==> config.mk <==
export PLATFORM = sky130hd
export DESIGN_NAME = wsbh_ctrl
export DESIGN_NICKNAME = d
export VERILOG_FILES = /design/src/rtl/wsbh_pkg.sv /design/src/rtl/wsbh_ctrl.sv
export SDC_FILE = /design/constraint.sdc
export NUM_CORES = 1
export LEC_CHECK = 0
export ABC_AREA = 1
export BUFFER_PORTS_ARGS = -buffer_cell sky130_fd_sc_hd__buf_4
export CORE_AREA = 5 5 42 44
export CTS_BUF_LIST = sky130_fd_sc_hd__clkbuf_4
export DETAILED_ROUTE_END_ITERATION = 10
export DIE_AREA = 0 0 47 49
export PLACE_DENSITY = 0.57
export SLEW_MARGIN = 20
export SYNTH_ARGS = -nofsm -noshare
export SYNTH_HDL_FRONTEND = slang
export SYNTH_SLANG_ARGS = --single-unit
==> constraint.sdc <==
create_clock -name clk -period 1.7 [get_ports clk]
set_clock_uncertainty 0.05 [all_clocks]
set_input_delay 0 -clock clk [delete_from_list [all_inputs] [get_ports clk]]
set_output_delay 0 -clock clk [all_outputs]
set_load 0.02 [all_outputs]
==> src/rtl/wsbh_pkg.sv <==
// Shared types and constants for the weighted square byte hash.
// Used by wsbh_ctrl, wsbh_dp and weighted_square_byte_hash; no dependencies.
`timescale 1ns / 1ps
`default_nettype none

package wsbh_pkg;

  // Per-quarter weighting factors
  localparam logic [40:0] FACTOR_Q0 = 41'h1070601686f;
  localparam logic [40:0] FACTOR_Q1 = 41'h0405236496f;
  localparam logic [40:0] FACTOR_Q2 = 41'h1966822847f;
  localparam logic [40:0] FACTOR_Q3 = 41'h0732464301f;

  // Finalisation: multiply (mod 2^64), then divide by a constant
  localparam logic [34:0] FINAL_MUL = 35'h666666666;
  localparam logic [25:0] FINAL_DIV = 26'd40744667;

  // floor(2^64 / FINAL_DIV); the estimate it gives is low by at most one
  localparam logic [38:0] FINAL_RCP = 39'd452740086787;

  // Message quarter codes
  localparam logic [1:0] QTR_0 = 2'd0;
  localparam logic [1:0] QTR_1 = 2'd1;
  localparam logic [1:0] QTR_2 = 2'd2;
  localparam logic [1:0] QTR_3 = 2'd3;

  // Commands from controller to datapath
  typedef struct packed {
    logic load_in;   // capture the input word
    logic prep;      // square the byte, pick the quarter, flag last byte
    logic clear;     // zero-length word: clear state, result is zero
    logic mult;      // weight the shifted square
    logic accum;     // add into the running sum
    logic fmul_lo;   // low half of the final multiply
    logic fmul_hi;   // high half of the final multiply, low reciprocal product
    logic rcp;       // high reciprocal product, quotient estimate
    logic fix;       // remainder of the quotient estimate
    logic load_out;  // move the corrected quotient into the output register
  } cmd_t;

  // Status from datapath to controller
  typedef struct packed {
    logic len_zero;  // captured length is zero
    logic last;      // current byte closes the message
    logic out_free;  // output register can take a word this cycle
  } sts_t;

endpackage

`default_nettype wire

==> src/rtl/wsbh_ctrl.sv <==
// Controller of the weighted square byte hash: sequences the datapath
// through weighting, accumulation and finalisation. Uses wsbh_pkg.
`timescale 1ns / 1ps
`default_nettype none

module wsbh_ctrl (
  input  wire             clk,
  input  wire             rst,
  input  wire             in_valid,
  output logic            in_stall,
  input  wsbh_pkg::sts_t  sts,
  output wsbh_pkg::cmd_t  cmd
);

  localparam logic [3:0] S_IDLE    = 4'd0;
  localparam logic [3:0] S_PREP    = 4'd1;
  localparam logic [3:0] S_MULT    = 4'd2;
  localparam logic [3:0] S_ACCUM   = 4'd3;
  localparam logic [3:0] S_FMUL_LO = 4'd4;
  localparam logic [3:0] S_FMUL_HI = 4'd5;
  localparam logic [3:0] S_RCP     = 4'd6;
  localparam logic [3:0] S_FIX     = 4'd7;
  localparam logic [3:0] S_FINISH  = 4'd8;

  logic [3:0] state;
  logic [3:0] state_next;

  assign in_stall = (state != S_IDLE);

  // Next state and commands
  always_comb begin
    state_next = state;
    cmd        = '0;
    case (state)
      S_IDLE: begin
        if (in_valid) begin
          cmd.load_in = 1'b1;
          state_next  = S_PREP;
        end
      end
      S_PREP: begin
        if (sts.len_zero) begin
          cmd.clear  = 1'b1;
          state_next = S_FINISH;
        end else begin
          cmd.prep   = 1'b1;
          state_next = S_MULT;
        end
      end
      S_MULT: begin
        cmd.mult   = 1'b1;
        state_next = S_ACCUM;
      end
      S_ACCUM: begin
        cmd.accum  = 1'b1;
        state_next = sts.last ? S_FMUL_LO : S_IDLE;
      end
      S_FMUL_LO: begin
        cmd.fmul_lo = 1'b1;
        state_next  = S_FMUL_HI;
      end
      S_FMUL_HI: begin
        cmd.fmul_hi = 1'b1;
        state_next  = S_RCP;
      end
      S_RCP: begin
        cmd.rcp    = 1'b1;
        state_next = S_FIX;
      end
      S_FIX: begin
        cmd.fix    = 1'b1;
        state_next = S_FINISH;
      end
      S_FINISH: begin
        if (sts.out_free) begin
          cmd.load_out = 1'b1;
          state_next   = S_IDLE;
        end
      end
      default: begin
        state_next = S_IDLE;
      end
    endcase
  end

  // State register
  always_ff @(posedge clk) begin
    if (rst) begin
      state <= S_IDLE;
    end else begin
      state <= state_next;
    end
  end

endmodule

`default_nettype wire

==> run_results.csv, run 1 <==
group,metric,value,unit
routing,drtAntennaViolNets,0,
cells_and_area,reg_top3,"state (4)",
worst_setup_path,slowest_delay,0.55,ns
global_route,track_usage,7.17,%
global_route,grt_max_degree,7,
worst_setup_path,cp.required,1.82,ns
power_and_ir_drop,peakVddDrop,286,µV
timing,max_slew_margin,84.8,%
placed_design,hpwl,622,µm
worst_setup_path,cp-endpoint,"state[2]",
worst_setup_path,r2r-end,"state[2]",
timing,tightest_slew,0.226,ns
yosys,synth_cell_types,12,
yosys,synth_commonest_cells,"inv_1, nand2_1, nand3_1, nor2_1, dfxtp_1",
timing,hold_viol,0,
worst_setup_path,cp-end-kind,"flop",
cts,numCtsBuffers,3,
flow_run,maxCapViolations,0,
worst_setup_path,crit_buf_inv,1,
cts,clock_sinks,4,
cells_and_area,diodes,0,
worst_setup_path,reg2reg_slack,0.16,ns
floorplan,initial_core_util,20.5,%
worst_setup_path,r2r-start,"state[0]",
yosys,synth_nets,55,
cells_and_area,nets,78,
routing,vias,342,
timing,slew_viol_final,0,
floorplan,boundaryPins,17,
worst_setup_path,crit_fanout,6,
timing,period_minus_slack,1.54,ns
hold_path,hp-class,"in -> reg",
routing,drtIter0Drc,3,
timing,rsz0062_at_grt,"false",
yosys,yosysWarnings,0,
yosys,netlist_top_cells_area,"dfxtp_1, inv_1, nand3_1",
global_route,grt_overflow,0,
yosys,yosysTopAreaCellShare,27.8,%
cells_and_area,design_area,470,µm²
cts,htree_levels,1,
routing,wl,739,µm
global_route,grt_pass1_wl,1.19,mm
cells_and_area,area_growth,63.5,%
cells_and_area,nFillCells,168,
timing,finalSetupViolations,0,
yosys,synth_top_cell_by_area,"dfxtp_1",
yosys,yosysMostFrequentCell,"inv_1",
worst_setup_path,cp_cell_sequence,"nand2_2 -> nor3_2 -> nand2_1 -> a21oi_2 -> dlygate4sd3_1",
cells_and_area,drive_gt1_share,34.3,%
worst_setup_path,critical_path_class,"reg -> reg",
routing,viasPerCell,3.98,
placed_design,buffer_ports.inserted,16,
cts,clk_pin_slew,0.04,ns
routing,drc,0,
worst_setup_path,worstPathArrival,1.66,ns
worst_setup_path,crit_slowest_cell,"dlygate4sd3_1",
cells_and_area,regMostFlops,"state",
cts,cts_setup_buffers,0,
floorplan,fp.dieW,47,µm
power_and_ir_drop,power_density,734,nW/µm²
worst_setup_path,reg2regPathDepth,5,
floorplan,die_h,49,µm
cts,clock_latency,0.23,ns
power_and_ir_drop,leakage,0.300,nW
timing,fmax,648,MHz
worst_setup_path,startpoint,"state[0]",
worst_setup_path,critical-path-top-delay-family,"buffers and inverters",
yosys,synth-edff-count,0,
routing,first_pass_iters,2,
floorplan,rows,14,
placed_design,gp_congestion,0.713,
yosys,synthFlopType,"dfxtp_1",
cts,clock_path_buffers,2,
timing,min_period_over_period,90.8,%
floorplan,dieArea,2300,µm²
worst_setup_path,startpoint_type,"flop",
outcome,outcome,"completed",
yosys,ys_seq_elements,4,
yosys,synth.cell_area,288,µm²
floorplan,core,1400,µm²
yosys,ys_seq_area_share,27.8,%
timing,setup_tns,0,ns
placed_design,placed_area,428,µm²
routing,post_drt_wl_per_cell,8.59,µm
global_route,grt_pass1_vias,320,
yosys,syn_inst,49,
yosys,avgSynthCellArea,5.87,µm²
cells_and_area,largest_reg_flops,4,
cts,cts_tree,"built",
cts,clock-root-buffer,"clkbuf_4",
worst_setup_path,path_depth,5,
yosys,ys_async_sr_fraction,0,%
hold_path,hold_path_depth,5,
global_route,grt_antenna_before_repair,0,
[per-layer routing]
layer	track usage [%]	routed length [µm]
met5	0	0
met3	4.06	72
met4	4.15	0
met1	7.00	291
met2	11.3	374
[power breakdown]
group	switching [mW]	internal [mW]	total, mW
registers	0.0120	0.103	0.115
clock network	0.0329	0.0785	0.111
logic	0.0702	0.0492	0.119
[area by class of cell]
| class | count | area, µm² | share of cell area (%) |
|---|---|---|---|
| multi-input cells | 28 | 144 | 30.6 |
| repair buffers | 18 | 140 | 29.8 |
| flip-flops and latches | 4 | 80.1 | 17.0 |
| inverters | 17 | 63.8 | 13.6 |
| clock buffers | 3 | 22.5 | 4.79 |
| well taps | 16 | 20.0 | 4.26 |
[how the worst min path moves through the flow]
stage	start	end
floorplan	rst	state[2]
global placement	rst	state[2]
detailed placement	rst	state[2]
CTS	sts[2]	state[3]
global route	sts[2]	state[3]
finish	in_valid	state[0]
[cell usage in the layout, fill, tap and decap left out]
| cell | netlist | final |
|---|---|---|
| nor3_2 | 1 | 1 |
| a21oi_2 | 1 | 1 |
| buf_4 | 0 | 16 |
| dlygate4sd3_1 | 0 | 2 |
| nand4_1 | 3 | 3 |
| nor2_2 | 2 | 2 |
| clkbuf_4 | 0 | 3 |
| nor4_1 | 1 | 1 |
| dfxtp_1 | 4 | 4 |
| nor3_1 | 2 | 2 |
| inv_1 | 17 | 17 |
| nor2_1 | 5 | 5 |
| nand3_1 | 6 | 6 |
| nand2_1 | 6 | 6 |
| nand2_2 | 1 | 1 |
[tightest hold or removal path: stages]
cell and delay (ns):
buf_4 0.08, inv_1 0.04, nand3_1 0.07, nand4_1 0.09
nor2_1 0.09
[per-stage QoR]
stage	utilization [%]	hold WS [ns]	power, mW	cells	worst slack, ns
floorplan	-	0.0124	0.185	49	0.411
global placement	30.5	0.127	0.234	81	0.564
detailed placement	30.5	0.129	0.234	81	0.589
CTS	33.6	0.129	0.353	86	0.176
global route	33.6	0.163	0.373	86	0.0950
finish	33.6	0.130	0.345	86	0.156
[repair_timing]
action                                  in CTS  in global routing
endpoints found under the setup margin       0                  0
gates resized for setup                      0                  0
endpoints found under the hold margin        4                  0
hold buffers                                 2                  0
[cell families after synthesis]
family | synth area share [%]
flops | 27.8
compound gates | 3.04
buf+inv | 22.2
simple gates | 47.0
Note: power is estimated with default switching activity, not from simulation.
==> run 2, diff against run 1 <==
Settings changed: ABC_AREA 1 to not set, PLACE_DENSITY 0.57 to 0.58.
==> run_results.csv, run 2 <==
group,metric,value,unit
power_and_ir_drop,power_density,673,nW/µm²
worst_setup_path,startpoint,"state[1]",
cells_and_area,largest_reg_flops,4,
cts,cts_setup_buffers,0,
cells_and_area,nFillCells,154,
power_and_ir_drop,power_switching,0.0859,mW
placed_design,hpwl,599,µm
yosys,synth_nets,46,
yosys,synthSimpleGateAreaFrac,46.5,%
routing,drtAntennaViolNets,0,
cts,clock_sinks,4,
placed_design,dp.cells,68,
global_route,grt_antenna_before_repair,0,
routing,post_drt_wl_per_cell,11.2,µm
cells_and_area,area_growth,47.7,%
worst_setup_path,critical_path_class,"reg -> out",
floorplan,dieArea,2300,µm²
hold_path,hold_path_depth,3,
yosys,netlist_top_cells_area,"dfxtp_1, nor3_1, nor2_1",
power_and_ir_drop,p_sw_share,28.6,%
worst_setup_path,cp.required,1.65,ns
yosys,syn_inst,40,
yosys,ys_seq_area_share,26.6,%
cells_and_area,mostFrequentLayoutCells,"buf_4, nor2_1, nor3_1",
cts,clock_latency,0.23,ns
routing,wl,805,µm
yosys,yosysTopAreaCellShare,26.6,%
worst_setup_path,cp-endpoint,"cmd[2]",
yosys,synth_top_family_by_area,"simple AND/OR/NAND/NOR gates",
timing,rsz0062_at_grt,"false",
cells_and_area,multiInputGateArea,185,µm²
global_route,grt_pass1_vias,326,
cts,clk_pin_slew,0.03,ns
power_and_ir_drop,power_frac_clock,38.4,%
yosys,avgSynthCellArea,7.54,µm²
yosys,synth_commonest_cells,"nor2_1, nor3_1, dfxtp_1, nand2_1, nor4_1",
hold_path,hp-class,"in -> reg",
worst_setup_path,r2r-end,"state[3]",
cts,clock-root-buffer,"clkbuf_4",
cells_and_area,nets,64,
timing,fmax,747,MHz
yosys,synth-edff-count,0,
cells_and_area,fin_cells,72,
power_and_ir_drop,finalPower,0.300,mW
timing,hold_viol,0,
yosys,yosysWarnings,0,
placed_design,pre_cts_ws,0.451,ns
routing,drtIter0Drc,8,
routing,drc,0,
timing,finalSetupViolations,0,
yosys,synth.area.mux_share,0,%
cells_and_area,mostFrequentLayoutCell,"buf_4",
timing,max_slew_margin,72.8,%
global_route,grt_pass1_wl,1.30,mm
timing,min_period_over_period,78.7,%
cells_and_area,diodes,0,
timing,tightest_slew,0.408,ns
placed_design,buffer_ports.inserted,16,
power_and_ir_drop,p_comb_share,24.0,%
yosys,synth_top_cell_by_area,"dfxtp_1",
power_and_ir_drop,power_frac_seq,37.6,%
yosys,synth.cell_area,302,µm²
global_route,grt_overflow,0,
worst_setup_path,r2r-start,"state[1]",
cts,numCtsBuffers,3,
yosys,synthFlopType,"dfxtp_1",
cts,htree_levels,1,
cells_and_area,drive_gt1_share,37.5,%
flow_run,maxCapViolations,0,
routing,vias,342,
power_and_ir_drop,peakVddDrop,234,µV
power_and_ir_drop,internal_power,0.214,mW
timing,setup_tns,0,ns
worst_setup_path,cp-end-kind,"primary output",
routing,viasPerCell,4.75,
floorplan,rows,14,
cells_and_area,regMostFlops,"state",
floorplan,initial_core_util,21.5,%
worst_setup_path,startpoint_type,"flop",
floorplan,boundaryPins,17,
placed_design,gp_congestion,0.760,
cells_and_area,reg_top3,"state (4)",
timing,period_minus_slack,1.34,ns
outcome,outcome,"completed",
floorplan,fp.dieW,47,µm
yosys,synth_fa_ha_area_share,0,%
timing,slew_viol_final,0,
routing,first_pass_iters,4,
floorplan,core,1400,µm²
yosys,synth_cell_types,19,
power_and_ir_drop,leakage,0.204,nW
yosys,synth-compound-area-share,14.9,%
yosys,ys_async_sr_fraction,0,%
worst_setup_path,reg2regPathDepth,3,
cells_and_area,final-seq-area,80.1,µm²
timing,setup_slack,0.362,ns
timing,whs,0.0386,ns
global_route,track_usage,7.81,%
worst_setup_path,crit_fanout,11,
yosys,ys_seq_elements,4,
worst_setup_path,reg2reg_slack,0.44,ns
cts,clock_path_buffers,2,
yosys,synth-xor-area-share,0,%
worst_setup_path,worstPathArrival,1.29,ns
global_route,grt_max_degree,13,
yosys,yosysMostFrequentCell,"nor2_1",
floorplan,die_h,49,µm
cts,cts_tree,"built",
[run 2: cell type report]
cell class	instances	share of cell area (%)
clock buffers	3	5.06
inverters	2	1.69
multi-input cells	30	41.6
flip-flops and latches	4	18.0
well taps	16	4.49
repair buffers	17	29.2
[run 2: kinds of logic (layout without fill, tap and decap cells)]
logic type             count (synthesis)  count (layout)
AOI/OAI and AO/OA                      5               5
buffers and inverters                  6              22
DFF                                    4               4
and+or+nand+nor                       25              25
[run 2: worst min path at each step]
stage	from	endpoint	slack (ns)
final	in_valid	state[0]	0.04
after floorplan	rst	state[1]	0.02
after global routing	in_valid	state[0]	0.13
after global placement	rst	state[1]	0.16
after detailed placement	rst	state[1]	0.16
after CTS	in_valid	state[0]	0.04
[run 2: metrics by stage]
stage          area (µm²)  utilization, %
6_report              445            31.8
5_1_grt               445            31.8
4_1_cts               445            31.8
3_5_place_dp          413            29.5
3_3_place_gp          413            29.5
2_1_floorplan         302               -
[run 2: repair_timing]
action,4_1_cts,5_1_grt
gates resized for setup,0,0
setup endpoints to repair,0,0
hold endpoints to repair,4,0
hold buffers,1,0
[run 2: critical path, cell delays in order, from the launching register on]
cell	delay [ns]
dfxtp_1	0.54
nand2_1	0.15
nor3_1	0.19
buf_4	0.18
[run 2: metal layers]
| layer | track usage, % | up-vias | wire length [µm] |
|---|---|---|---|
| met5 | 0 | - | 0 |
| met4 | 8.29 | 0 | 37 |
| met3 | 1.85 | 4 | 90 |
| met2 | 9.50 | 20 | 299 |
| met1 | 10.1 | 143 | 378 |
| li1 | - | 175 | - |
[run 2: power groups by stage]
stage               Sequential (mW)  Clock (mW)  Combinational [mW]
floorplan                     0.103           0              0.0531
global placement              0.114           0              0.0707
detailed placement            0.114           0              0.0708
CTS                           0.113       0.120              0.0729
global route                  0.114       0.126              0.0777
finish                        0.113       0.115              0.0720
==> run 3, diff against run 2 <==
Settings changed: ABC_AREA set to 1, PLACE_DENSITY 0.58 to 0.57.
Clock period 1.7 ns to 1.4 ns, I/O delays scaled along.
==> run_results.csv, run 3 (same netlist as run 1, synthesis figures left out) <==
group,metric,value,unit
routing,drtAntennaViolNets,0,
worst_setup_path,crit_buf_inv,2,
cells_and_area,reg_top3,"state (4)",
timing,hold_viol,0,
timing,rsz0062_at_grt,"false",
routing,wl,710,µm
hold_path,hold_start,"in_valid",
routing,drc,0,
timing,setup_tns,0,ns
cells_and_area,design_area,479,µm²
cts,clock_path_buffers,2,
cells_and_area,fin_cells,86,
cts,cts_tree,"built",
floorplan,die_h,49,µm
worst_setup_path,slowest_delay,0.36,ns
outcome,outcome,"completed",
cts,numCtsBuffers,3,
worst_setup_path,r2r-end,"state[2]",
global_route,grt_antenna_before_repair,0,
cts,htree_levels,1,
routing,vias,345,
cts,clock_sinks,4,
cells_and_area,diodes,0,
floorplan,rows,14,
cells_and_area,area_growth,66.5,%
cts,clock_latency,0.23,ns
timing,tightest_slew,0.256,ns
timing,finalSetupViolations,0,
hold_path,min_delay_worst_endpoint,"state[0]",
cells_and_area,nets,78,
power_and_ir_drop,power_density,890,nW/µm²
placed_design,hpwl,622,µm
global_route,track_usage,6.96,%
floorplan,core,1400,µm²
worst_setup_path,worstPathArrival,1.19,ns
global_route,grt_pass1_wl,1.15,mm
timing,fmax,809,MHz
flow_run,maxCapViolations,0,
floorplan,fp.dieW,47,µm
placed_design,dp.cells,81,
cells_and_area,drive_gt1_share,37.1,%
worst_setup_path,r2r-start,"state[0]",
timing,period_minus_slack,1.24,ns
routing,viasPerCell,4.01,
cts,cts_setup_buffers,0,
floorplan,initial_core_util,20.5,%
timing,slew_viol_final,0,
cells_and_area,regMostFlops,"state",
cells_and_area,mostFrequentLayoutCell,"inv_1",
placed_design,gp_congestion,0.713,
global_route,grt_overflow,0,
routing,post_drt_wl_per_cell,8.26,µm
worst_setup_path,crit_fanout,5,
floorplan,dieArea,2300,µm²
cts,clock-root-buffer,"clkbuf_4",
timing,min_period_over_period,88.3,%
worst_setup_path,reg2regPathDepth,4,
floorplan,boundaryPins,17,
placed_design,placed_area,428,µm²
global_route,grt_max_degree,7,
power_and_ir_drop,peakVddDrop,354,µV
global_route,grt_pass1_vias,308,
worst_setup_path,cp-end-kind,"primary output",
timing,max_slew_margin,82.9,%
cts,clk_pin_slew,0.04,ns
routing,drtIter0Drc,3,
worst_setup_path,crit_slowest_cell,"dfxtp_1",
cells_and_area,mostFrequentLayoutCells,"inv_1, buf_4, nand2_1, nand3_1, nor2_1",
worst_setup_path,critical_path_class,"reg -> out",
worst_setup_path,critical-path-top-delay-family,"flip-flops",
worst_setup_path,reg2reg_slack,0.37,ns
hold_path,hold_path_depth,5,
worst_setup_path,startpoint_type,"flop",
cells_and_area,largest_reg_flops,4,
routing,first_pass_iters,2,
cells_and_area,finish.utilization,34.2,%
power_and_ir_drop,leakage,0.300,nW
worst_setup_path,cp_cell_sequence,"nor2_4 -> inv_1 -> nor4_1 -> buf_4",
worst_setup_path,cp.required,1.35,ns
hold_path,hp-class,"in -> reg",
placed_design,buffer_ports.inserted,16,
run 3: worst reg2reg max path, cell delays in order (launching register included):
cell	delay (ns)
dfxtp_1	0.45
nand2_2	0.12
nor3_2	0.15
nand2_1	0.09
a21oi_2	0.10
run 3: how the worst max path moves through the flow:
stage	from	cells past startpoint	end
2_1_floorplan	state[1]	3	cmd[0]
3_5_place_dp	state[1]	4	cmd[0]
6_report	state[1]	4	cmd[0]
5_1_grt	state[1]	4	cmd[0]
3_3_place_gp	state[1]	4	cmd[0]
4_1_cts	state[1]	4	cmd[0]
run 3: area by class of cell:
cell class                      instances  area [µm²]
Tap cell                               16        20.0
Clock buffer                            3        22.5
Sequential cell                         4        81.3
Fill cell                             167         922
Timing Repair Buffer                   18         140
Multi-Input combinational cell         28         151
Inverter                               17        63.8
run 3: stage by stage:
step	power [mW]	setup WS (ns)	hold slack, ns
2_1_floorplan	0.224	0.111	0.0124
3_3_place_gp	0.284	0.265	0.127
3_5_place_dp	0.284	0.289	0.129
4_1_cts	0.430	0.0358	0.129
5_1_grt	0.461	0.0304	0.163
6_report	0.426	0.164	0.129
run 3: layer usage:
| metal | share of wire (%) | wire [µm] | GRT usage, % |
|---|---|---|---|
| met4 | 0 | 0 | 4.15 |
| met5 | 0 | 0 | 0 |
| met3 | 10 | 72 | 4.06 |
| met2 | 51 | 359 | 10.9 |
| met1 | 39 | 277 | 6.78 |
run 3: repair_timing:
item,4_1_cts,5_1_grt
resized for setup,0,3
hold buffers,2,0
setup endpoints to repair,0,2
hold endpoints to repair,4,0
run 3: where the power goes:
group          total, mW  switching (mW)  internal (mW)  leakage, nW
clock network      0.135          0.0399         0.0953       0.0138
logic              0.149          0.0852         0.0639        0.253
registers          0.142          0.0175          0.125       0.0332
total              0.426           0.143          0.284        0.300
